## config.mk

```make
export PLATFORM = sky130hd
export DESIGN_NAME = bts_scale
export DESIGN_NICKNAME = d
export VERILOG_FILES = /design/src/design/barycentric_triangle_pixel_shader_defines.svh /design/src/design/bts_pkg.sv /design/src/design/bts_scale.sv
export SDC_FILE = /design/constraint.sdc
export NUM_CORES = 1
export LEC_CHECK = 0
export ABC_AREA = 1
export BUFFER_PORTS_ARGS = -buffer_cell sky130_fd_sc_hd__buf_2
export CAP_MARGIN = 25
export CORE_AREA = 2 2 86 88
export DETAILED_ROUTE_END_ITERATION = 8
export DIE_AREA = 0 0 88 90
export PLACE_DENSITY = 0.64
export SLEW_MARGIN = 10
export SYNTH_ARGS = -nofsm -noshare
export SYNTH_HDL_FRONTEND = slang
export SYNTH_SLANG_ARGS = --single-unit
```

## constraint.sdc

```tcl
create_clock -name i_clk -period 0.8 [get_ports i_clk]
set_input_delay 0.08 -clock i_clk [delete_from_list [all_inputs] [get_ports i_clk]]
set_output_delay 0.08 -clock i_clk [all_outputs]
set_load 0.02 [all_outputs]
```

## src/design/barycentric_triangle_pixel_shader_defines.svh

```systemverilog
// Assertion helpers for the shader.
`ifndef BARYCENTRIC_TRIANGLE_PIXEL_SHADER_DEFINES_SVH
`define BARYCENTRIC_TRIANGLE_PIXEL_SHADER_DEFINES_SVH

// Property that holds on every clock edge outside reset.
`define BTS_ASSERT(lbl, prop, msg) \
    lbl: assert property (@(posedge i_clk) disable iff (!i_rst_n) (prop)) \
        else $error(msg);

// Property checked at every clock edge, reset included.
`define BTS_ASSERT_ALWAYS(lbl, prop, msg) \
    lbl: assert property (@(posedge i_clk) (prop)) else $error(msg);

`endif

```

## src/design/bts_pkg.sv

```systemverilog
package bts_pkg;

    localparam int COORD_BITS   = 10;
    localparam int NUM_REGS     = 6;
    localparam int ADDR_BITS    = 5;
    localparam int DIFF_BITS    = COORD_BITS + 1;
    localparam int PROD_BITS    = 2 * DIFF_BITS;
    localparam int NUM_BITS     = PROD_BITS + 2;
    localparam int COLOR_BITS   = 8;
    localparam int REM_BITS     = NUM_BITS + COLOR_BITS;
    localparam int DIV_STEPS    = COLOR_BITS;
    localparam int PAY_BITS     = 2 * COORD_BITS;
    localparam int S_TDATA_BITS = ((PAY_BITS + 7) / 8) * 8;
    localparam int M_FIELD_BITS = PAY_BITS + 1 + 3 * COLOR_BITS;
    localparam int M_TDATA_BITS = ((M_FIELD_BITS + 7) / 8) * 8;

    localparam logic [ADDR_BITS-1:0] ADDR_AX = ADDR_BITS'(0);
    localparam logic [ADDR_BITS-1:0] ADDR_AY = ADDR_BITS'(4);
    localparam logic [ADDR_BITS-1:0] ADDR_BX = ADDR_BITS'(8);
    localparam logic [ADDR_BITS-1:0] ADDR_BY = ADDR_BITS'(12);
    localparam logic [ADDR_BITS-1:0] ADDR_CX = ADDR_BITS'(16);
    localparam logic [ADDR_BITS-1:0] ADDR_CY = ADDR_BITS'(20);

    typedef struct packed {
        logic [COORD_BITS-1:0] ax;
        logic [COORD_BITS-1:0] ay;
        logic [COORD_BITS-1:0] bx;
        logic [COORD_BITS-1:0] by;
        logic [COORD_BITS-1:0] cx;
        logic [COORD_BITS-1:0] cy;
    } t_tri;

    // one element of the divider pipe: remainders and quotient bits per color
    typedef struct packed {
        logic                    vld;
        logic                    in_tri;
        logic [PAY_BITS-1:0]     xy;
        logic [REM_BITS-1:0]     d;
        logic [REM_BITS-1:0]     rem_r;
        logic [REM_BITS-1:0]     rem_g;
        logic [REM_BITS-1:0]     rem_b;
        logic [COLOR_BITS-1:0]   q_r;
        logic [COLOR_BITS-1:0]   q_g;
        logic [COLOR_BITS-1:0]   q_b;
    } t_div;

endpackage

```

## src/design/bts_scale.sv

```systemverilog
// Output stage: colors of pixels outside the triangle are forced to zero.
module bts_scale (
    input  logic          i_clk,
    input  logic          i_rst_n,
    input  logic          i_en,
    input  bts_pkg::t_div i_div,
    output logic          o_vld,
    output logic [bts_pkg::PAY_BITS-1:0] o_xy,
    output logic          o_in_tri,
    output logic [bts_pkg::COLOR_BITS-1:0] o_red,
    output logic [bts_pkg::COLOR_BITS-1:0] o_green,
    output logic [bts_pkg::COLOR_BITS-1:0] o_blue
);
    import bts_pkg::*;

    logic                  r_vld;
    logic [PAY_BITS-1:0]   r_xy;
    logic                  r_in;
    logic [COLOR_BITS-1:0] r_red, r_green, r_blue;

    always_ff @(posedge i_clk) begin
        if (!i_rst_n) begin
            r_vld <= 1'b0;
        end else if (i_en) begin
            r_vld <= i_div.vld;
        end
    end

    always_ff @(posedge i_clk) begin
        if (i_en) begin
            r_xy    <= i_div.xy;
            r_in    <= i_div.in_tri;
            r_red   <= i_div.in_tri ? i_div.q_r : '0;
            r_green <= i_div.in_tri ? i_div.q_g : '0;
            r_blue  <= i_div.in_tri ? i_div.q_b : '0;
        end
    end

    assign o_vld    = r_vld;
    assign o_xy     = r_xy;
    assign o_in_tri = r_in;
    assign o_red    = r_red;
    assign o_green  = r_green;
    assign o_blue   = r_blue;
endmodule

```

==> out/qor.yml <==
slew_headroom: 0.905
die-area_sq_um: 7920
tightest_slew_ns: 0.143
end_kind: "output port"
switching_share: 0.248
die_h_um: 90
grt_pass1_vias: 1303
clock_latency_ns: 0.28
maxClockFrequency_mhz: 1050
io_pins: 223
r2r-start: "o_vld"
p_int_w: 0.00398
nNetsFinal: 402
grt_max_degree: 26
max_cap_viol_count: 0
pwr-share-clk: 0.254
critical_path_class: "reg -> out"
timing.rr.end: "o_vld"
cts.sinks: 46
min_period_over_period: 1.19
path_clk_slew_ns: 0.09
post_drt_via_cell_ratio: 3.58
yosysSeqAreaShare: 0.861
p_seq_frac: 0.558
initial_core_util: 0.227
firstDrtPassIters: 3
switchingPower_w: 0.00131
fin_ws_ns: -0.155
p_comb_frac: 0.189
die_x_um: 88
failed_checks: "setup timing"
synth_nets: 278
synthTopCellsByCount: "edfxtp_1 (45), nand2_1 (26), inv_1 (25)"
track_usage: 0.119
worstPathCellList: "buf_6"
dp_hpwl_um: 3200
routabilityCongestion: 0.726
slew_violations: 0
grt_pass1_wl_um: 6800
cts_tree: "done"
fp-row-count: 31
fin_crit_ns: 0.955
power.leakage_nw: 1.32
ir_drop_mv: 0.593
postSynthAreaPerCell_sq_um: 15.8
r2r_slack_ns: 0.22
synth_cells: 101
cp.arrival_ns: 0.88
fin_setup_tns_ns: -4.88
fin_worst_skew_ns: 0
cp.depth: 1
netlist.area_leader.share: 0.848
ys_async_sr_fraction: 0
grt_overflow: 0
routed_wl_um: 4510
ys_ff_latch: 46
syn_area_sq_um: 1590
hold_viol: 0
ff2ff_path_depth: 2
cts_root_buf: "clkbuf_8"
max_stage_delay_ns: 0.43
synth_warnings: 0
yosysMostFrequentCell: "edfxtp_1"
ys.flop_type: "edfxtp_1"
fp.coreArea_sq_um: 7020
fin_util: 0.400
port-buffer-count: 94
grt_setup_unrepaired: "true"
ys_types: 6
critPathSlowestCell: "edfxtp_1"
cts_setup_buffers: 0
drive_above_1_share: 0.467
antenna_cells: 0
min_to: "o_blue[2]"
synth_edf_count: 45
avgRoutedWirePerCell_um: 13.9
remaining_drc_errors: 0
cp_max_fo: 1
status: "finished, violations left"
whs_path_depth: 3
worstHoldPathType: "in -> reg"
critPathLaunchType: "flip-flop"
final_antenna_net_count: 0
cp_top_family: "flip-flops"
drt_iter0_markers: 19
min_from: "i_div[2]"
critPathBufInv: 1
cts_max_level: 2
setup_violations: 46
cts_buffers: 5
required_ns: 0.72
num_vias: 1160
area_growth_pct: 76.1
synth_top_area_cell: "edfxtp_1"
antenna_found_initial: 0
cts_buffer_depth: 2
synth.area.top_cells: "edfxtp_1 (85%), nand2_1 (6.1%), inv_1 (5.9%), buf_6 (1.4%), dfxtp_1 (1.3%)"
power_density_nw_per_um2: 1890
preCtsSetupSlack_ns: 0.0641
-- worst max-delay path by stage --
stage	slack, ns	to	start
after floorplan	0.17	o_vld	o_vld
after global placement	0.07	o_green[3]	i_div[172]
after detailed placement	0.06	o_blue[7]	i_en
after CTS	-0.20	o_red[5]	o_red[5]
after global routing	-0.23	o_red[5]	o_red[5]
final	-0.16	o_red[5]	o_red[5]
-- through the flow --
stage               hold WS [ns]  total power [W]  instance area [sq um]  cells
floorplan                  0.179          0.00327                   1590    101
global placement           0.257          0.00369                   2240    296
detailed placement         0.258          0.00370                   2240    296
CTS                       0.0331          0.00529                   2690    324
global route              0.0375          0.00553                   2810    324
finish                    0.0445          0.00529                   2810    324
-- area by class of cell --
cell class	instances	area (sq um)
clock buffers	6	72.6
well taps	99	124
inverters	25	93.8
repair buffers	119	1030
multi-input cells	28	105
flip-flops and latches	46	1370
clock inverters	1	7.51
fillers	682	4220
-- worst reg2reg max path: stages, from the launching register on --
cell     delay [ns]
dfxtp_2        0.33
nor2_1         0.10
nor2_1         0.05
-- placed cells by master (no fill, tap or decap) --
master	n
buf_12	4
edfxtp_1	45
nor2_1	2
clkbuf_8	5
clkbuf_1	1
dfxtp_2	1
clkinvlp_4	1
inv_1	25
buf_2	51
nand2_1	26
dlygate4sd3_1	21
buf_6	43
-- sequential cells by signal, summed over array words and instances (netlist names) --
name      count
o_xy         20
o_blue        8
o_in_tri      1
o_vld         1
o_green       8
o_red         8
-- layer usage --
| metal | track usage | wire length (um) | up-vias | part of all wire |
|---|---|---|---|---|
| met3 | 0.0781 | 629 | 2 | 0.14 |
| met1 | 0.138 | 1820 | 540 | 0.40 |
| li1 | - | - | 568 | - |
| met2 | 0.180 | 2030 | 50 | 0.45 |
| met5 | 0 | 0 | - | 0 |
| met4 | 0.0308 | 34 | 0 | 0.0075 |
-- kinds of logic after synthesis --
family / Yosys count / synth area share
DFF: 46 / 0.861
buffers and inverters: 27 / 0.0731
and+or+nand+nor: 28 / 0.0660
-- power groups by stage --
stage	registers [W]	clock network (W)	logic (W)
finish	0.00295	0.00134	0.00100
global route	0.00298	0.00147	0.00108
CTS	0.00294	0.00142	0.000935
detailed placement	0.00296	0	0.000738
global placement	0.00296	0	0.000739
floorplan	0.00321	0	0.0000674
-- repair_timing --
item / 4_1_cts / 5_1_grt
hold endpoints to repair: 21 / 0
resized for setup: 51 / 36
endpoints found under the setup margin: 46 / 46
hold buffers: 21 / 0
Note: power is estimated with default switching activity, not from simulation.
