==> src/design/barycentric_triangle_pixel_shader_defines.svh <==
// Assertion helpers for the shader.
`ifndef BARYCENTRIC_TRIANGLE_PIXEL_SHADER_DEFINES_SVH
`define BARYCENTRIC_TRIANGLE_PIXEL_SHADER_DEFINES_SVH

// Property that holds on every clock edge outside reset.
`define BTS_ASSERT(lbl, prop, msg) \
    lbl: assert property (@(posedge i_clk) disable iff (!i_rst_n) (prop)) \
        else $error(msg);

// Property checked at every clock edge, reset included.
`define BTS_ASSERT_ALWAYS(lbl, prop, msg) \
    lbl: assert property (@(posedge i_clk) (prop)) else $error(msg);

`endif

==> src/design/bts_pkg.sv <==
package bts_pkg;

    localparam int COORD_BITS   = 10;
    localparam int NUM_REGS     = 6;
    localparam int ADDR_BITS    = 5;
    localparam int DIFF_BITS    = COORD_BITS + 1;
    localparam int PROD_BITS    = 2 * DIFF_BITS;
    localparam int NUM_BITS     = PROD_BITS + 2;
    localparam int COLOR_BITS   = 8;
    localparam int REM_BITS     = NUM_BITS + COLOR_BITS;
    localparam int DIV_STEPS    = COLOR_BITS;
    localparam int PAY_BITS     = 2 * COORD_BITS;
    localparam int S_TDATA_BITS = ((PAY_BITS + 7) / 8) * 8;
    localparam int M_FIELD_BITS = PAY_BITS + 1 + 3 * COLOR_BITS;
    localparam int M_TDATA_BITS = ((M_FIELD_BITS + 7) / 8) * 8;

    localparam logic [ADDR_BITS-1:0] ADDR_AX = ADDR_BITS'(0);
    localparam logic [ADDR_BITS-1:0] ADDR_AY = ADDR_BITS'(4);
    localparam logic [ADDR_BITS-1:0] ADDR_BX = ADDR_BITS'(8);
    localparam logic [ADDR_BITS-1:0] ADDR_BY = ADDR_BITS'(12);
    localparam logic [ADDR_BITS-1:0] ADDR_CX = ADDR_BITS'(16);
    localparam logic [ADDR_BITS-1:0] ADDR_CY = ADDR_BITS'(20);

    typedef struct packed {
        logic [COORD_BITS-1:0] ax;
        logic [COORD_BITS-1:0] ay;
        logic [COORD_BITS-1:0] bx;
        logic [COORD_BITS-1:0] by;
        logic [COORD_BITS-1:0] cx;
        logic [COORD_BITS-1:0] cy;
    } t_tri;

    // one element of the divider pipe: remainders and quotient bits per color
    typedef struct packed {
        logic                    vld;
        logic                    in_tri;
        logic [PAY_BITS-1:0]     xy;
        logic [REM_BITS-1:0]     d;
        logic [REM_BITS-1:0]     rem_r;
        logic [REM_BITS-1:0]     rem_g;
        logic [REM_BITS-1:0]     rem_b;
        logic [COLOR_BITS-1:0]   q_r;
        logic [COLOR_BITS-1:0]   q_g;
        logic [COLOR_BITS-1:0]   q_b;
    } t_div;

endpackage

==> src/design/bts_div.sv <==
// Restoring divider, one quotient bit per stage, three lanes share the divisor.
// The divisor is 256*D and each lane numerator n is below it, so eight
// shift-compare-subtract steps leave floor(n/D) in the quotient bits.
module bts_div (
    input  logic          i_clk,
    input  logic          i_rst_n,
    input  logic          i_en,
    input  bts_pkg::t_div i_div,
    output bts_pkg::t_div o_div
);
    import bts_pkg::*;

    t_div r_st [DIV_STEPS];
    t_div n_st [DIV_STEPS];

    function automatic logic [REM_BITS:0] step(input logic [REM_BITS-1:0] rem,
                                               input logic [REM_BITS-1:0] d);
        logic [REM_BITS-1:0] tw;
        tw = rem << 1;
        if (tw >= d) step = {1'b1, tw - d};
        else         step = {1'b0, tw};
    endfunction

    function automatic t_div advance(input t_div src);
        t_div              dst;
        logic [REM_BITS:0] sr, sg, sb;
        dst       = src;
        sr        = step(src.rem_r, src.d);
        sg        = step(src.rem_g, src.d);
        sb        = step(src.rem_b, src.d);
        dst.rem_r = sr[REM_BITS-1:0];
        dst.rem_g = sg[REM_BITS-1:0];
        dst.rem_b = sb[REM_BITS-1:0];
        dst.q_r   = {src.q_r[COLOR_BITS-2:0], sr[REM_BITS]};
        dst.q_g   = {src.q_g[COLOR_BITS-2:0], sg[REM_BITS]};
        dst.q_b   = {src.q_b[COLOR_BITS-2:0], sb[REM_BITS]};
        return dst;
    endfunction

    always_comb begin
        n_st[0] = advance(i_div);
        for (int s = 1; s < DIV_STEPS; s++) begin
            n_st[s] = advance(r_st[s-1]);
        end
    end

    always_ff @(posedge i_clk) begin
        for (int s = 0; s < DIV_STEPS; s++) begin
            if (!i_rst_n) begin
                r_st[s].vld <= 1'b0;
            end else if (i_en) begin
                r_st[s].vld <= n_st[s].vld;
            end
            if (i_en) begin
                r_st[s].in_tri <= n_st[s].in_tri;
                r_st[s].xy     <= n_st[s].xy;
                r_st[s].d      <= n_st[s].d;
                r_st[s].rem_r  <= n_st[s].rem_r;
                r_st[s].rem_g  <= n_st[s].rem_g;
                r_st[s].rem_b  <= n_st[s].rem_b;
                r_st[s].q_r    <= n_st[s].q_r;
                r_st[s].q_g    <= n_st[s].q_g;
                r_st[s].q_b    <= n_st[s].q_b;
            end
        end
    end

    assign o_div = r_st[DIV_STEPS-1];
endmodule

==> config.mk <==
export PLATFORM = sky130hd
export DESIGN_NAME = bts_div
export DESIGN_NICKNAME = d
export VERILOG_FILES = /design/src/design/barycentric_triangle_pixel_shader_defines.svh /design/src/design/bts_pkg.sv /design/src/design/bts_div.sv
export SDC_FILE = /design/constraint.sdc
export NUM_CORES = 2
export LEC_CHECK = 0
export BUFFER_PORTS_ARGS = -buffer_cell sky130_fd_sc_hd__buf_2
export CELL_PAD_IN_SITES_DETAIL_PLACEMENT = 0
export CELL_PAD_IN_SITES_GLOBAL_PLACEMENT = 1
export CORE_MARGIN = 1
export CORE_UTILIZATION = 55
export CTS_CLUSTER_SIZE = 16
export DETAILED_ROUTE_END_ITERATION = 12
export PLACE_DENSITY_LB_ADDON = 0.2
export SYNTH_ARGS = -nofsm -noshare
export SYNTH_HDL_FRONTEND = slang
export SYNTH_SLANG_ARGS = --single-unit
==> constraint.sdc <==
create_clock -name i_clk -period 10.1 [get_ports i_clk]
set_input_delay 2.02 -clock i_clk [delete_from_list [all_inputs] [get_ports i_clk]]
set_output_delay 2.02 -clock i_clk [all_outputs]
set_load 0.005 [all_outputs]
==> impl_results.md <==
- Outcome: finished with violations
- Failing checks: DRC
- CP bufs+invs: 1
- Critical Path End Type: flip-flop
- Startpoint types: flip-flop
- WS Path Type: flip-flop to flip-flop
- 1st-pass router iterations: 11
- Crit path max fanout: 31
- Vias: 60788
- Pre-CTS WS: 3864 ps
- Share of cells above drive strength 1: 12.54%
- Largest register by flop count: r_st
- Resize count post-CTS: 0
- Syn_area_per_cell: 10.72 um^2
- Tot GR Track Use: 28.18%
- Clk pwr share: 19.8%
- Sw Ratio: 38.75%
- Clock Pin Slew Worst Setup and Hold Paths: 60 ps
- Setup bufs post-CTS: 0
- Root Driver: clkbuf_16
- #FFs+latches synth: 1287
- Clock Skew: 57.06 ps
- Row cnt: 144
- Width of the die: 396.7 um
- RePlAce Congestion: 0.9640
- Global-route wire length before repair: 342100 um
- Largest area contributor in the netlist: edfxtp_1
- Fin. max-slew vios: 0
- CP required: 10630 ps
- Worst EP arrival: 6110 ps
- Core Region: 154400 um^2
- Slowest cell on the critical path: nand2_2
- DR iter-0 viols: 3179
- Area grow syn2layout: 8.834%
- Netlist cell types: 96
- Largest net degree at the start of global routing: 153
- CTS tree: built
- Vias/cell: 5.900
- Die ar.: 157300 um^2
- Initial antenna violation count: 0
- Crit path cell chain: inv_1 -> fa_1 -> a21o_1 -> a21o_1 -> a21oi_2 -> o211ai_1 -> a2111oi_2 -> nor2_1 -> o21ai_0 -> a21oi_1 -> o21ai_1 -> nand2_2 -> mux2_2
- Synth Cell Area: 85660 um^2
- Multi-input combinational cell area: 43600 um^2
- Synth top area share: 45.08%
- Syn Inst Count: 7994
- Biggest regs: r_st: 1287 flops
- Htree depth: 4
- Wire per inst: 21.89 um
- Least-Margin Pin Slew: 1328 ps
- Bufs on Longest Clock Path: 3
- Diode count: 0
- DR DRC count: 24
- Port Buffers: 323
- Vias in the first global route: 62234
- IO Pins: 351
- Sequential share of power: 32.7%
- Maximum vdd drop: 0.1967 mV
- Clock sink total: 1287
- Final setup vio count: 0
- FF/Latch Area: 38640 um^2
- Synth area leaders: edfxtp_1 (45%), ha_1 (11%), mux2_2 (4.9%)
- Leakage Power: 38.50 nW
- Final setup margin: 4520 ps
- Sw Pwr: 0.01036 W
- Warnings from Yosys: 0
- Sequential area share after synthesis: 45.10%
- Fillers: 12527
- Hold Violations, Final: 0
- Final HPWL DP: 181300 um
- Number of flip-flops in the largest register: 1287
- RSZ-0062 raised after global routing: no
- Worst hold path type: flip-flop to flip-flop
- Overall die height: 396.7 um
- Pwr dens: 286.8 nW/um^2
- Initial Util: 55.48%
- Finished Core Util: 60.38%
- Final ANT Viol Nets: 0
- Crit-path max cell delay: 720 ps
- Post-CTS Hold Fix Bufs: 0
- Fin crit share: 55.25%
- # Max-Cap Violations: 0
- Rel. slew slack: 11.22%
- Crit-path most repeated cell: a21o_1
- Remaining global-route overflow: 0
- Fin crit period: 5580 ps
- Max Freq: 179.2 MHz
- Nets: 9113
- TritonCTS Buffers: 144
- Net count after synthesis: 8963
- Comb pwr share: 47.5%
- Top delay family on crit path: compound AO/OA/AOI/OAI gates
- Hold slack: 400.0 ps
- FFs w/ async S/R, synth: 0%
- Top FF cell, synth: edfxtp_1
- Overall power: 0.02674 W
- Clock latency at the later pin of the worst-skew pair: 820 ps
- Post-synth EDFFs: 1286
- Setup TNS: 0 ps
- Int Pwr: 0.01638 W
- Final wirelength: 225500 um
- Flop2flop setup slack: 4520 ps
[Yosys cell counts, types with 10 or more instances]
cell,count
edfxtp_1,1286
ha_1,768
a21oi_1,731
nand2_1,548
o21ai_0,500
nor2_1,458
a21o_1,423
inv_1,416
xnor2_1,416
mux2_2,373
xor2_1,241
buf_4,177
clkbuf_1,141
nand3_1,131
o21bai_1,116
nor2b_1,105
o21a_1,92
a31oi_1,91
nor3_1,83
nand2b_1,81
and3_1,74
nand4_1,72
and2_1,44
mux2_1,40
o21ai_1,39
a211oi_1,38
o31ai_1,37
buf_2,33
o211ai_1,32
or3_1,25
fa_1,24
a41oi_1,21
and4_1,21
a211o_1,16
a21boi_0,16
a221oi_1,16
a31o_2,16
o31a_1,16
o41ai_1,16
or2_2,16
a2111oi_0,15
nor4_1,14
o2111ai_1,14
a311oi_1,12
nand3b_1,10
[per-layer routing]
metal | global-route usage (%) | share of wire, %
met1 | 31.59 | 40
met2 | 52.13 | 51
met3 | 2.883 | 3.3
met4 | 15.37 | 5.7
met5 | 0 | 0
[cell type report]
type                    count  area share (%)
repair buffers            364           2.174
clock inverters            93           1.208
clock buffers             168           3.985
multi-input cells        5930           46.77
flip-flops and latches   1287           41.44
well taps                2044           2.743
inverters                 417           1.679
[path summary, 6_finish.rpt]
| path | start | endpoint | cells past startpoint |
|---|---|---|---|
| max | r_st[1][120] | r_st[1][283] | 13 |
| min | r_st[0][687] | r_st[1][165] | 0 |
| max reg2reg | r_st[1][120] | r_st[1][283] | 13 |
| min reg2reg | r_st[0][687] | r_st[1][165] | 0 |
[cells in the final DEF (no fill, tap or decap), drive strengths merged, types with 24 or more instances in the layout]
cell and n:
edfxtp 1286, ha 768, a21oi 734, nand2 548, o21ai 541, nor2 458
inv 426, a21o 423, xnor2 416, mux2 414, buf 364, xor2 241
clkbuf 168, nand3 131, o21bai 116, nor2b 105, o21a 92, a31oi 91
nor3 83, nand2b 81, and3 74, nand4 72, clkinv 56, and2 45
a211oi 41, o31ai 38, o211ai 32, or3 25, fa 24
[through the flow]
stage	area (um^2)	std cells
floorplan	85660	7994
global placement	88390	10042
detailed placement	88390	10042
CTS	93230	10303
global route	93230	10303
finish	93230	10303
[power by group through the flow]
stage,combinational (W),clock [W],sequential [W]
finish,0.0127,0.00530,0.00874
global route,0.0139,0.00559,0.00886
CTS,0.0126,0.00541,0.00872
detailed placement,0.0125,0,0.00881
global placement,0.0123,0,0.00878
floorplan,0.00959,0,0.00838
[worst reg2reg max path: cells and delay by family, from the launching register on]
family,cells,cell delay (ps)
compound gates,8,2650
flops,1,470
fa+ha+maj,1,510
mux,1,570
buf+inv,1,230
simple gates,2,880
[cell families (layout without fill, tap and decap cells)]
logic type	Yosys count	in the layout	share of synthesized area, %
AO/OA/AOI/OAI	2346	2346	17.23
AND/OR/NAND/NOR	1712	1712	9.393
flip-flops	1287	1287	45.10
adder cells (fa/ha/maj)	792	792	11.78
buffers and inverters	777	1042	4.228
XOR/XNOR	657	657	6.717
multiplexers	423	423	5.552
No activity file was read; power rests on OpenSTA's default activity.
