==> src/design/barycentric_triangle_pixel_shader_defines.svh <==
// Assertion helpers for the shader.
`ifndef BARYCENTRIC_TRIANGLE_PIXEL_SHADER_DEFINES_SVH
`define BARYCENTRIC_TRIANGLE_PIXEL_SHADER_DEFINES_SVH

// Property that holds on every clock edge outside reset.
`define BTS_ASSERT(lbl, prop, msg) \
    lbl: assert property (@(posedge i_clk) disable iff (!i_rst_n) (prop)) \
        else $error(msg);

// Property checked at every clock edge, reset included.
`define BTS_ASSERT_ALWAYS(lbl, prop, msg) \
    lbl: assert property (@(posedge i_clk) (prop)) else $error(msg);

`endif

==> src/design/bts_pkg.sv <==
package bts_pkg;

    localparam int COORD_BITS   = 10;
    localparam int NUM_REGS     = 6;
    localparam int ADDR_BITS    = 5;
    localparam int DIFF_BITS    = COORD_BITS + 1;
    localparam int PROD_BITS    = 2 * DIFF_BITS;
    localparam int NUM_BITS     = PROD_BITS + 2;
    localparam int COLOR_BITS   = 8;
    localparam int REM_BITS     = NUM_BITS + COLOR_BITS;
    localparam int DIV_STEPS    = COLOR_BITS;
    localparam int PAY_BITS     = 2 * COORD_BITS;
    localparam int S_TDATA_BITS = ((PAY_BITS + 7) / 8) * 8;
    localparam int M_FIELD_BITS = PAY_BITS + 1 + 3 * COLOR_BITS;
    localparam int M_TDATA_BITS = ((M_FIELD_BITS + 7) / 8) * 8;

    localparam logic [ADDR_BITS-1:0] ADDR_AX = ADDR_BITS'(0);
    localparam logic [ADDR_BITS-1:0] ADDR_AY = ADDR_BITS'(4);
    localparam logic [ADDR_BITS-1:0] ADDR_BX = ADDR_BITS'(8);
    localparam logic [ADDR_BITS-1:0] ADDR_BY = ADDR_BITS'(12);
    localparam logic [ADDR_BITS-1:0] ADDR_CX = ADDR_BITS'(16);
    localparam logic [ADDR_BITS-1:0] ADDR_CY = ADDR_BITS'(20);

    typedef struct packed {
        logic [COORD_BITS-1:0] ax;
        logic [COORD_BITS-1:0] ay;
        logic [COORD_BITS-1:0] bx;
        logic [COORD_BITS-1:0] by;
        logic [COORD_BITS-1:0] cx;
        logic [COORD_BITS-1:0] cy;
    } t_tri;

    // one element of the divider pipe: remainders and quotient bits per color
    typedef struct packed {
        logic                    vld;
        logic                    in_tri;
        logic [PAY_BITS-1:0]     xy;
        logic [REM_BITS-1:0]     d;
        logic [REM_BITS-1:0]     rem_r;
        logic [REM_BITS-1:0]     rem_g;
        logic [REM_BITS-1:0]     rem_b;
        logic [COLOR_BITS-1:0]   q_r;
        logic [COLOR_BITS-1:0]   q_g;
        logic [COLOR_BITS-1:0]   q_b;
    } t_div;

endpackage

==> src/design/bts_edge.sv <==
// Stages 1-4: products, numerators, sign fold and inside test, color numerators.
module bts_edge (
    input  logic                          i_clk,
    input  logic                          i_rst_n,
    input  logic                          i_en,
    input  logic                          i_vld,
    input  logic [bts_pkg::PAY_BITS-1:0]  i_xy,
    input  bts_pkg::t_tri                 i_tri,
    output bts_pkg::t_div                 o_div
);
    import bts_pkg::*;

    typedef logic signed [DIFF_BITS-1:0] t_diff;
    typedef logic signed [PROD_BITS-1:0] t_prod;
    typedef logic signed [NUM_BITS-1:0]  t_num;

    logic                 r_v1, r_v2, r_v3, r_v4;
    logic [PAY_BITS-1:0]  r_xy1, r_xy2, r_xy3, r_xy4;
    t_prod                r_p0, r_p1, r_p2, r_p3, r_p4, r_p5;
    t_num                 r_d, r_nb, r_ng;
    t_num                 r_dab, r_nbf, r_ngf;
    logic                 r_in3, r_in4;
    logic [REM_BITS-1:0]  r_den, r_num_r, r_num_g, r_num_b;

    t_diff px, py, ax, ay, bx, by, cx, cy;
    t_num  d_abs, nb_f, ng_f, na_f;
    logic  neg, in_ok;
    logic [REM_BITS-1:0] dw, nbw, ngw;

    always_comb begin
        px = t_diff'({1'b0, i_xy[COORD_BITS-1:0]});
        py = t_diff'({1'b0, i_xy[PAY_BITS-1:COORD_BITS]});
        ax = t_diff'({1'b0, i_tri.ax});
        ay = t_diff'({1'b0, i_tri.ay});
        bx = t_diff'({1'b0, i_tri.bx});
        by = t_diff'({1'b0, i_tri.by});
        cx = t_diff'({1'b0, i_tri.cx});
        cy = t_diff'({1'b0, i_tri.cy});
    end

    always_comb begin
        neg   = r_d[NUM_BITS-1];
        d_abs = neg ? -r_d  : r_d;
        nb_f  = neg ? -r_nb : r_nb;
        ng_f  = neg ? -r_ng : r_ng;
        na_f  = d_abs - nb_f - ng_f;
        in_ok = (d_abs != '0)
             && (na_f > 0) && (na_f < d_abs)
             && (nb_f > 0) && (nb_f < d_abs)
             && (ng_f > 0) && (ng_f < d_abs);
    end

    always_comb begin
        dw  = REM_BITS'(r_dab);
        nbw = REM_BITS'(r_nbf);
        ngw = REM_BITS'(r_ngf);
    end

    always_ff @(posedge i_clk) begin
        if (!i_rst_n) begin
            r_v1 <= 1'b0;
            r_v2 <= 1'b0;
            r_v3 <= 1'b0;
            r_v4 <= 1'b0;
        end else if (i_en) begin
            r_v1 <= i_vld;
            r_v2 <= r_v1;
            r_v3 <= r_v2;
            r_v4 <= r_v3;
        end
    end

    always_ff @(posedge i_clk) begin
        if (i_en) begin
            r_xy1 <= i_xy;
            r_p0  <= (bx - ax) * (cy - ay);
            r_p1  <= (cx - ax) * (by - ay);
            r_p2  <= (ax - cx) * (py - cy);
            r_p3  <= (px - cx) * (ay - cy);
            r_p4  <= (bx - ax) * (py - ay);
            r_p5  <= (px - ax) * (by - ay);
            r_xy2 <= r_xy1;
            r_d   <= t_num'(r_p0) - t_num'(r_p1);
            r_nb  <= t_num'(r_p2) - t_num'(r_p3);
            r_ng  <= t_num'(r_p4) - t_num'(r_p5);
            r_xy3 <= r_xy2;
            r_dab <= d_abs;
            r_nbf <= nb_f;
            r_ngf <= ng_f;
            r_in3 <= in_ok;
            r_xy4 <= r_xy3;
            r_in4 <= r_in3;
            // divisor 256*D; red 255*D - 127*Ng, green 223*Nb, blue 128*Ng
            r_den   <= dw << COLOR_BITS;
            r_num_r <= (dw << COLOR_BITS) - dw - (ngw << (COLOR_BITS - 1)) + ngw;
            r_num_g <= (nbw << COLOR_BITS) - (nbw << 5) - nbw;
            r_num_b <= ngw << (COLOR_BITS - 1);
        end
    end

    always_comb begin
        o_div        = '0;
        o_div.vld    = r_v4;
        o_div.in_tri = r_in4;
        o_div.xy     = r_xy4;
        o_div.d      = r_den;
        o_div.rem_r  = r_num_r;
        o_div.rem_g  = r_num_g;
        o_div.rem_b  = r_num_b;
    end
endmodule

==> config.mk <==
export PLATFORM = sky130hd
export DESIGN_NAME = bts_edge
export DESIGN_NICKNAME = d
export VERILOG_FILES = /design/src/design/barycentric_triangle_pixel_shader_defines.svh /design/src/design/bts_pkg.sv /design/src/design/bts_edge.sv
export SDC_FILE = /design/constraint.sdc
export NUM_CORES = 2
export LEC_CHECK = 0
export BUFFER_PORTS_ARGS = -buffer_cell sky130_fd_sc_hd__buf_4
export CORE_MARGIN = 10
export CORE_UTILIZATION = 37
export DETAILED_ROUTE_END_ITERATION = 8
export PLACE_DENSITY_LB_ADDON = 0.1
export SKIP_LAST_GASP = 1
export SLEW_MARGIN = 10
export SYNTH_ARGS = -nofsm -noshare
export SYNTH_HDL_FRONTEND = slang
export SYNTH_SLANG_ARGS = --single-unit
==> constraint.sdc <==
create_clock -name i_clk -period 10.9 [get_ports i_clk]
set_input_delay 1.09 -clock i_clk [delete_from_list [all_inputs] [get_ports i_clk]]
set_output_delay 1.09 -clock i_clk [all_outputs]
set_load 0.05 [all_outputs]
==> qor.txt <==
Synthesized instance count: 5,882
Largest net degree at the start of global routing: 102
Vias/cell: 4.85
Die width: 418 um
Synth Cell Area: 58,600 um2
CTS tree: built
DP HPWL: 138,000 um
Worst Path Required: 11,340 ps
Clock latency on the worst-skew pair: 700 ps
Worst min path class: flip-flop to flip-flop
Count of final hold-check violations: 0
FF+latch count, synth: 471
Setup total negative slack: 0 ps
Crit path arrival time: 9130 ps
Port buffer count: 218
PostCTS Resize Cnt: 0
Final Skew: 27.2 ps
Nets: 7,675
Std cell rows: 145
Vias in the first global route: 42,700
Async S/R FF share, synth: 0%
CP Class: input port to flip-flop
Worst setup EP type: flip-flop
Hold buffers post-CTS: 0
Synth Area per Inst: 9.96 um2
Initial antenna violation count: 10
Clk root buf: clkbuf_16
CP bufs+invs: 6
Post-CTS setup buffer count: 0
Synth cell types: 74
1st-iter DRT viols: 2,046
Critical path's slowest cell: a21oi_1
Ys Warns: 0
Starting Density: 37.4%
Die height: 418 um
Synth area leader: fa_1
Via count: 40,200
Drt first pass iters: 8
Max-capacitance violation count: 0
Number of synthesized flops with an enable pin: 467
GRT Total Usage: 18.9%
Top cells by area, synth: fa_1 (28%), edfxtp_1 (24%), ha_1 (13%)
Top Ports: 258
Setup crit start kind: input port
Crit path max fanout: 5
Dominant synthesized flop cell: edfxtp_1
Period minus WS final: 8690 ps
Max-Slew Margin vs Limit: 20.9%
Die area: 175,000 um2
Post-synth top area share: 27.7%
DR WL/cell: 19.8 um
P&R area growth vs syn: 11.4%
CTS HTree Levels: 2
Worst slew pin tran: 1180 ps
Top cells by count, synth: inv_1 (1,242), fa_1 (812), ha_1 (614)
Aggregate routed wire length: 163,000 um
RSZ-0062 raised after global routing: false
Final period util: 79.7%
Fillers: 15,500
CP top delay family: adder cells
Clock-pin slew on the worst setup and hold paths: 70 ps
Clk buf depth: 3
CTS buffer count: 60
Max incr delay on CP: 570 ps
Count leader, synth: inv_1
Routability cong.: 0.862
First-pass GRT wire length: 254,000 um
Remaining antenna violation count after routing: 0
Final setup fails: 0
Remaining global-route overflow: 0
Core area: 157,000 um2
Status: finished, final reports clean
F_max: 0.115 GHz
DRC: 0
Clk sinks: 471
Sequential-to-total area share from yosys stat: 24.1%
Layout cells sized above 1: 7.61%
Max Slew Vio Count: 0
-- path summary, 6_finish.rpt --
kind	to	cells past startpoint	slack (ps)	from
setup reg to reg	r_in3	26	3640	r_ng[3]
hold reg to reg	r_xy3[15]	0	410	r_xy2[15]
setup / recovery	r_p4[21]	32	2210	i_tri[30]
hold / removal	r_xy3[15]	0	410	r_xy2[15]
-- sequential cells by signal (all words and copies together), names as in the netlist, 20 cells and up --
signal	flops
r_nb	23
r_p5	22
r_ng	23
r_nbf	24
r_num_b	24
r_num_g	32
r_xy3	20
r_p2	22
r_p3	22
r_xy4	20
r_ngf	24
r_p4	22
r_xy2	20
r_num_r	32
r_p0	22
r_den	24
r_p1	22
r_xy1	20
r_dab	24
r_d	23
-- layout make-up --
cell class	instances	area [um2]	share of cell area [%]
clock inverters	37	566	0.866
repair buffers	330	2480	3.81
diodes	1	2.50	0.00383
flip-flops and latches	471	14100	21.6
well taps	2058	2570	3.94
multi-input cells	4059	39300	60.2
inverters	1243	4670	7.14
clock buffers	75	1600	2.45
-- through the flow --
| stage | utilization (%) | hold WS [ps] | std cells | setup WS (ps) | area, um2 |
|---|---|---|---|---|---|
| 6_report | 41.7 | 408 | 8274 | 2210 | 65300 |
| 3_5_place_dp | 40.3 | 405 | 8161 | 1400 | 63100 |
| 2_1_floorplan | - | 400 | 5923 | 2600 | 58800 |
| 5_1_grt | 41.7 | 417 | 8274 | 1700 | 65300 |
| 3_3_place_gp | 40.3 | 401 | 8161 | 1430 | 63100 |
| 4_1_cts | 41.7 | 415 | 8273 | 2140 | 65300 |
-- kinds of logic after synthesis --
family	synth area share, %
XOR/XNOR	6.53
other	0.0128
flip-flops	24.1
AO/OA/AOI/OAI	8.21
adder cells (fa/ha/maj)	40.9
AND/OR/NAND/NOR	11.0
buffers and inverters	9.19
multiplexers	0.179
-- per-layer routing --
metal  track usage [%]  up-vias  routed length [um]
met2              33.0      739               79500
met4              5.78        6                5500
li1                  -    19300                   -
met5                 0        -                  34
met3              2.33      185                6610
met1              24.3    20000               71800
-- cell usage in the layout (no fill, tap or decap), types with 23 or more instances in the layout --
cell / Yosys / layout
nand2_1: 417 / 417
nor2_1: 486 / 486
edfxtp_1: 467 / 467
conb_1: 2 / 43
nor2b_1: 98 / 98
xor2_1: 110 / 108
fa_1: 812 / 812
nor3_1: 52 / 52
a21o_1: 106 / 106
ha_1: 614 / 614
inv_1: 1242 / 1242
clkbuf_16: 0 / 61
o21ai_0: 149 / 149
buf_4: 42 / 329
nand3_1: 46 / 46
and2_1: 86 / 86
or2_2: 23 / 23
a21oi_1: 225 / 225
xnor2_1: 327 / 323
o21a_1: 31 / 31
o21bai_1: 53 / 53
nand2b_1: 69 / 69
Power is not shown: default switching activity piles up to over one toggle a cycle in this logic, so the estimate is an artifact.
