==> config.mk <==
export PLATFORM = sky130hd
export DESIGN_NAME = bts_cfg
export DESIGN_NICKNAME = d
export VERILOG_FILES = /design/src/design/barycentric_triangle_pixel_shader_defines.svh /design/src/design/bts_pkg.sv /design/src/design/bts_cfg.sv
export SDC_FILE = /design/constraint.sdc
export NUM_CORES = 1
export LEC_CHECK = 0
export BUFFER_PORTS_ARGS = -buffer_cell sky130_fd_sc_hd__buf_2
export CORE_AREA = 2 2 89 91
export DETAILED_ROUTE_END_ITERATION = 6
export DIE_AREA = 0 0 91 93
export PLACE_DENSITY = 0.73
export SYNTH_ARGS = -nofsm -noshare
export SYNTH_HDL_FRONTEND = slang
export SYNTH_SLANG_ARGS = --single-unit
==> constraint.sdc <==
create_clock -name i_clk -period 3.57 [get_ports i_clk]
set_clock_uncertainty 0.15 [all_clocks]
set_input_delay 0.1785 -clock i_clk [delete_from_list [all_inputs] [get_ports i_clk]]
set_output_delay 0.1785 -clock i_clk [all_outputs]
set_load 0.01 [all_outputs]
==> src/design/barycentric_triangle_pixel_shader_defines.svh <==
// Assertion helpers for the shader.
`ifndef BARYCENTRIC_TRIANGLE_PIXEL_SHADER_DEFINES_SVH
`define BARYCENTRIC_TRIANGLE_PIXEL_SHADER_DEFINES_SVH

// Property that holds on every clock edge outside reset.
`define BTS_ASSERT(lbl, prop, msg) \
    lbl: assert property (@(posedge i_clk) disable iff (!i_rst_n) (prop)) \
        else $error(msg);

// Property checked at every clock edge, reset included.
`define BTS_ASSERT_ALWAYS(lbl, prop, msg) \
    lbl: assert property (@(posedge i_clk) (prop)) else $error(msg);

`endif

==> src/design/bts_pkg.sv <==
package bts_pkg;

    localparam int COORD_BITS   = 10;
    localparam int NUM_REGS     = 6;
    localparam int ADDR_BITS    = 5;
    localparam int DIFF_BITS    = COORD_BITS + 1;
    localparam int PROD_BITS    = 2 * DIFF_BITS;
    localparam int NUM_BITS     = PROD_BITS + 2;
    localparam int COLOR_BITS   = 8;
    localparam int REM_BITS     = NUM_BITS + COLOR_BITS;
    localparam int DIV_STEPS    = COLOR_BITS;
    localparam int PAY_BITS     = 2 * COORD_BITS;
    localparam int S_TDATA_BITS = ((PAY_BITS + 7) / 8) * 8;
    localparam int M_FIELD_BITS = PAY_BITS + 1 + 3 * COLOR_BITS;
    localparam int M_TDATA_BITS = ((M_FIELD_BITS + 7) / 8) * 8;

    localparam logic [ADDR_BITS-1:0] ADDR_AX = ADDR_BITS'(0);
    localparam logic [ADDR_BITS-1:0] ADDR_AY = ADDR_BITS'(4);
    localparam logic [ADDR_BITS-1:0] ADDR_BX = ADDR_BITS'(8);
    localparam logic [ADDR_BITS-1:0] ADDR_BY = ADDR_BITS'(12);
    localparam logic [ADDR_BITS-1:0] ADDR_CX = ADDR_BITS'(16);
    localparam logic [ADDR_BITS-1:0] ADDR_CY = ADDR_BITS'(20);

    typedef struct packed {
        logic [COORD_BITS-1:0] ax;
        logic [COORD_BITS-1:0] ay;
        logic [COORD_BITS-1:0] bx;
        logic [COORD_BITS-1:0] by;
        logic [COORD_BITS-1:0] cx;
        logic [COORD_BITS-1:0] cy;
    } t_tri;

    // one element of the divider pipe: remainders and quotient bits per color
    typedef struct packed {
        logic                    vld;
        logic                    in_tri;
        logic [PAY_BITS-1:0]     xy;
        logic [REM_BITS-1:0]     d;
        logic [REM_BITS-1:0]     rem_r;
        logic [REM_BITS-1:0]     rem_g;
        logic [REM_BITS-1:0]     rem_b;
        logic [COLOR_BITS-1:0]   q_r;
        logic [COLOR_BITS-1:0]   q_g;
        logic [COLOR_BITS-1:0]   q_b;
    } t_div;

endpackage

==> src/design/bts_cfg.sv <==
module bts_cfg (
    input  logic                           i_clk,
    input  logic                           i_rst_n,
    input  logic                           psel,
    input  logic                           penable,
    input  logic                           pwrite,
    input  logic [bts_pkg::ADDR_BITS-1:0]  paddr,
    input  logic [31:0]                    pwdata,
    output logic [31:0]                    prdata,
    output logic                           pready,
    output bts_pkg::t_tri                  o_tri
);
    import bts_pkg::*;

    t_tri r_tri;
    logic wr;

    assign pready = 1'b1;
    assign wr     = psel && penable && pwrite;
    assign o_tri  = r_tri;

    always_ff @(posedge i_clk) begin
        if (!i_rst_n) begin
            r_tri <= '0;
        end else if (wr) begin
            case (paddr)
                ADDR_AX: r_tri.ax <= pwdata[COORD_BITS-1:0];
                ADDR_AY: r_tri.ay <= pwdata[COORD_BITS-1:0];
                ADDR_BX: r_tri.bx <= pwdata[COORD_BITS-1:0];
                ADDR_BY: r_tri.by <= pwdata[COORD_BITS-1:0];
                ADDR_CX: r_tri.cx <= pwdata[COORD_BITS-1:0];
                ADDR_CY: r_tri.cy <= pwdata[COORD_BITS-1:0];
                default: ;
            endcase
        end
    end

    always_comb begin
        case (paddr)
            ADDR_AX: prdata = 32'(r_tri.ax);
            ADDR_AY: prdata = 32'(r_tri.ay);
            ADDR_BX: prdata = 32'(r_tri.bx);
            ADDR_BY: prdata = 32'(r_tri.by);
            ADDR_CX: prdata = 32'(r_tri.cx);
            ADDR_CY: prdata = 32'(r_tri.cy);
            default: prdata = '0;
        endcase
    end
endmodule

==> results by group, run 1 <==
Clock tree
  • Clock Latency Late Sink: 0.33 ns
  • Num CTS Buffers: 9
  • Htree depth: 3
  • Post-cts hold buffer count: 0
  • Postcts setup bufs: 0
  • CTS-repair resized insts: 0
  • CTS Sinks: 60
  • Clock Path Buffers: 2
  • Clock root cell: clkbuf_8
  • TritonCTS clock tree: yes
  • CTS clk-pin slew, worst paths: 0.06 ns

Timing
  • Part of the cycle the worst path needs: 55.4%
  • Final Hold Viols: 0
  • TNS Setup: 0 ns
  • Slew Limit Fails: 0
  • Unrepaired setup endpoints after global routing: false
  • Crit path time final: 1.98 ns
  • Max Fclk: 506 MHz
  • Setup ws final: 1.59 ns
  • Final Setup Violations: 0
  • Slew headroom: 38.9%
  • Hold WS: 0.0732 ns
  • Least-Margin Pin Slew: 0.911 ns

Synthesis
  • Synth cell count leaders: 78 x nand2_1, 68 x mux2i_1, 60 x dfxtp_1
  • EDFF count, synth: 0
  • Syn. warnings: 0
  • Cells after Synth: 297
  • Register area share after synthesis: 41.1%
  • Mean post-synth cell area: 9.84 um2
  • Yosys top cell area share: 41.1%
  • Post-synthesis register bit count: 60
  • Area leader, netlist: dfxtp_1
  • Largest cells by area after synthesis: dfxtp_1 41%, mux2i_1 23%, nand2_1 10%, buf_4 6.4%, mux4_1 4.5%
  • Most frequent cell after synthesis: nand2_1
  • Count of different cell masters after synthesis: 34
  • Asr flop ratio synth: 0%
  • Mapped Area: 2920 um2
  • Synth Flop Type: dfxtp_1

Placement
  • Port bufs: 89
  • Placer Congestion: 0.741
  • Post-DP HPWL: 5070 um
  • Dpl ws: 1.31 ns

Setup path
  • CP Capture Type: output port
  • Crit Path Max Fanout: 19
  • Worst EP required: 3.24 ns
  • Worst setup SP type: input pin
  • Worst path slowest cell: or4b_4
  • Worst Path Buf+Inv: 2
  • Critical Path AT: 1.65 ns
  • CP Cell Sequence: buf_2 -> or4b_4 -> o21ai_0 -> buf_2
  • Crit-path max cell delay: 0.72 ns
  • Setup CP Type: in2out
  • CP most frequent cell: buf_2
  • CP top delay family: simple AND/OR/NAND/NOR gates

Flow run
  • Max Cap Viol: 0

Floorplanning
  • Horiz. Die Dim: 91 um
  • Initial cell density of the core: 38.8%
  • I/O Pins: 135
  • Core footprint: 7530 um2
  • DIE AREA: 8460 um2
  • Rows: 32
  • Die height: 93 um

Global routing
  • Largest net degree at the start of global routing: 50
  • Tot GR Track Use: 17.9%
  • First-pass GRT wire length: 11700 um
  • Initial antenna violation count: 0
  • Grt ovf: 0
  • Vias in the first global route: 2238

Finish
  • Area grow syn2layout: 22.0%
  • Layout cells sized above 1: 31.4%
  • Final-layout fill cell count: 753
  • Final core occ: 47.4%
  • Antenna cell count: 0
  • Max reg flops: 60
  • Nets: 420

Routing
  • Via count: 2370
  • Detailed Route Iter0 Violations: 82
  • Drt pass-1 iters: 4
  • Routed len/inst: 15.5 um
  • Final ANT Viol Nets: 0
  • DRC violations left: 0
  • Drt total wl: 7510 um
  • Avg Vias per Cell: 4.90

Power
  • PwrDens: 405 nW/um2
  • Leakage: 0.00173 uW
  • Max VDD drop: 0.000164 V

Worst hold path
  • Class of the worst hold path: in2reg

Run status
  • Status: complete, no violations
area by class of cell:
class	count	area, um2	share of cell area (%)
inverters	1	3.75	0.105
clock buffers	11	151	4.24
well taps	102	128	3.58
repair buffers	93	475	13.3
multi-input cells	213	1540	43.0
clock inverters	4	72.6	2.03
flip-flops and latches	60	1200	33.7
final timing paths:
kind	end	depth (start not counted)	slack (ns)	from
setup / recovery	prdata[4]	4	1.59	paddr[4]
setup reg to reg	o_tri[5]$_SDFFE_PN0P_	2	2.71	o_tri[5]$_SDFFE_PN0P_
hold reg to reg	o_tri[43]$_SDFFE_PN0P_	2	0.32	o_tri[43]$_SDFFE_PN0P_
hold / removal	o_tri[12]$_SDFFE_PN0P_	3	0.07	pwdata[2]
kinds of logic (layout without fill, tap and decap cells):
logic type / after synthesis / after routing / synth area share [%]
muxes: 79 / 79 / 31.2
and+or+nand+nor: 97 / 97 / 14.9
other: 2 / 23 / 0.257
AOI/OAI and AO/OA: 14 / 14 / 2.83
buffers and inverters: 45 / 109 / 9.67
DFF: 60 / 60 / 41.1
where the power goes:
group / internal (uW) / switching [uW]
clock: 426 / 264
sequential: 671 / 1.14
combinational: 23.8 / 59.8
total: 1120 / 324
through the flow:
step / power (uW) / area (um2) / instances
after global routing: 1500 / 3570 / 484
after CTS: 1460 / 3570 / 484
after detailed placement: 771 / 3340 / 469
after global placement: 770 / 3340 / 469
final: 1450 / 3570 / 484
after floorplan: 763 / 3000 / 318
worst register-to-register path: stages (launching register included):
cell and delay (ns):
dfxtp_1 0.38, nand2_1 0.07, mux2i_1 0.18
layout by cell type (no fill, tap or decap), types with 2 or more instances in the layout:
cell       synthesis  routed
nand3_1            2       2
mux2_2             3       3
buf_2              4      89
mux4_2             3       3
o21ai_0            9       9
mux4_1             5       5
dfxtp_1           60      60
bufinv_16          0       2
nor4_2             0       2
conb_1             2      23
nor2_1             2       2
buf_4             25       4
clkbuf_8           0      11
nand2_1           78      78
mux2i_1           68      68
routing by layer:
layer	track usage, %	up-vias	share of wire [%]
met5	0	-	0
met4	6.44	0	1.5
met3	4.11	10	5.3
met2	30.5	83	47
met1	22.3	1135	46
li1	-	1142	-
No activity file was read; power rests on OpenSTA's default activity.
==> run 2: changes to the inputs <==
clock period = 1.85 ns   (was 3.57 ns; I/O delays follow)
==> run 2 against run 1 <==
Die area is the same; global-route usage grew 0.50 points; core utilization up 1.5 points; non-clock buffer count rose by 17; combinational power increased by 120%.
==> results by group, run 2 (same netlist as run 1, synthesis figures left out) <==
Power
  • Reg power frac: 50.4% (+3.9 points)
  • Switching share of power: 22.9% (+0.49 points)
  • Power share of the combinational group: 7.2% (+1.4 points)
  • Psw: 590 uW (+82%)
  • Clock power share: 42.4% (-5.3 points)
  • Leakage: 0.00180 uW (+4.0%)
  • PwrDens: 698 nW/um2 (+72%)
  • Power Internal: 1980 uW (+77%)
  • Max VDD drop: 0.000304 V (+85%)

Placement
  • Post-DP HPWL: 5560 um (+9.6%)
  • Port bufs: 89 (unchanged)
  • Placed Area: 3450 um2 (+3.1%)
  • Dpl ws: 0.173 ns (-1.14 ns)
  • Placer Congestion: 0.785 (+5.9%)

Clock tree
  • TritonCTS clock tree: yes
  • Clock root cell: clkbuf_8
  • CTS clk-pin slew, worst paths: 0.06 ns (about the same)
  • Clock Latency Late Sink: 0.32 ns (about the same)
  • Htree depth: 3 (unchanged)
  • Postcts setup bufs: 0 (unchanged)
  • Clock Path Buffers: 2 (unchanged)
  • Post-cts hold buffer count: 5 (+5)
  • CTS Sinks: 60 (unchanged)
  • CTS-repair resized insts: 0 (unchanged)
  • Num CTS Buffers: 9 (unchanged)

Routing
  • Avg Vias per Cell: 4.86 (-0.78%)
  • Routed len/inst: 15.4 um (-0.93%)
  • Drt pass-1 iters: 4 (unchanged)
  • DRC violations left: 0 (unchanged)
  • Via count: 2434 (+2.7%)
  • Detailed Route Iter0 Violations: 106 (+29%)
  • Final ANT Viol Nets: 0 (unchanged)
  • Drt total wl: 7700 um (+2.5%)

Floorplanning
  • Die height: 93 um (unchanged)
  • Rows: 32 (unchanged)
  • Initial cell density of the core: 38.8% (unchanged)
  • DIE AREA: 8460 um2 (unchanged)
  • Horiz. Die Dim: 91 um (unchanged)
  • Core footprint: 7530 um2 (unchanged)
  • I/O Pins: 135 (unchanged)

Timing
  • Unrepaired setup endpoints after global routing: false
  • Final Setup Violations: 0 (unchanged)
  • Setup ws final: 0.125 ns (-1.47 ns)
  • Part of the cycle the worst path needs: 93.2%
  • Slew Limit Fails: 0 (unchanged)
  • TNS Setup: 0 ns (unchanged)
  • Crit path time final: 1.72 ns
  • Max Fclk: 580 MHz
  • Final Hold Viols: 0 (unchanged)

Setup path
  • R2R setup slack: 1.04 ns (-1.67 ns)
  • Crit Path Max Fanout: 3 (-16)
  • Critical Path AT: 1.48 ns (-0.17 ns)
  • Worst setup SP type: register
  • Worst Path Buf+Inv: 1 (-1)
  • Crit-path max cell delay: 0.50 ns (-0.22 ns)
  • Setup CP Type: reg2out
  • Worst EP required: 1.61 ns (-1.63 ns)
  • CP Cell Sequence: mux4_1 -> nand2_1 -> o21ai_0 -> buf_2
  • Worst path slowest cell: mux4_1
  • CP Capture Type: output port
  • CP top delay family: multiplexers

Finish
  • Nets: 437 (+4.0%)
  • Area grow syn2layout: 26.0%
  • Max reg flops: 60 (unchanged)
  • Design Area, Final: 3680 um2 (+3.3%)
  • Most common library cell in the layout ignoring fill and taps: buf_2
  • Layout cells sized above 1: 32.8% (+1.4 points)
  • Commonest cells after routing, fill and taps aside: 89 x buf_2, 78 x nand2_1, 68 x mux2i_1
  • Final-layout fill cell count: 728 (-3.3%)
  • Antenna cell count: 0 (unchanged)

Flow run
  • Max Cap Viol: 0 (unchanged)

Global routing
  • Tot GR Track Use: 18.4% (+0.50 points)
  • Grt ovf: 0 (unchanged)
  • Initial antenna violation count: 0 (unchanged)
  • First-pass GRT wire length: 12100 um (+3.7%)
  • Largest net degree at the start of global routing: 44 (-12%)
  • Vias in the first global route: 2372 (+6.0%)

Worst hold path
  • Class of the worst hold path: in2reg

Run status
  • Status: complete, no violations
run 2: final timing paths:
kind | startpoint | to | cells past startpoint
worst min register to register | o_tri[25]$_SDFFE_PN0P_ | o_tri[25]$_SDFFE_PN0P_ | 2
worst max register to register | o_tri[31]$_SDFFE_PN0P_ | o_tri[31]$_SDFFE_PN0P_ | 2
worst min-delay path | pwdata[0] | o_tri[30]$_SDFFE_PN0P_ | 3
worst max-delay path | o_tri[15]$_SDFFE_PN0P_ | prdata[5] | 4
run 2: cell type report:
type                            instances  area, um2  share of cell area [%]
Clock buffer                           14        183                    4.96
Clock inverter                          1       5.00                   0.136
Inverter                                1       3.75                   0.102
Multi-Input combinational cell        213       1540                    41.7
Sequential cell                        60       1200                    32.6
Tap cell                              102        128                    3.46
Timing Repair Buffer                  110        628                    17.1
run 2: metrics by stage:
step	power, uW	hold WS, ns	cells	utilization [%]
after floorplan	1470	0.186	318	-
after global placement	1500	0.301	481	45.8
after detailed placement	1500	0.312	481	45.8
after CTS	2600	0.00344	501	48.9
after global routing	2670	0.0443	501	48.9
final	2570	0.0151	501	48.9
run 2: metal layers:
layer,global-route usage [%],vias to the layer above,wire length (um)
met5,0,-,0
met4,7.58,0,117
met3,4.83,11,650
met2,30.2,104,3650
met1,23.1,1144,3280
li1,-,1175,-
run 2: power groups by stage:
stage          sequential (uW)  combinational (uW)  clock [uW]
6_report                  1300                 184        1090
5_1_grt                   1300                 201        1180
4_1_cts                   1300                 183        1120
3_5_place_dp              1330                 174           0
3_3_place_gp              1330                 172           0
2_1_floorplan             1330                 146           0
run 2: worst min-delay path, cell delays in order:
cell and delay (ns):
buf_2 0.07, nand2_1 0.13, mux2i_1 0.15
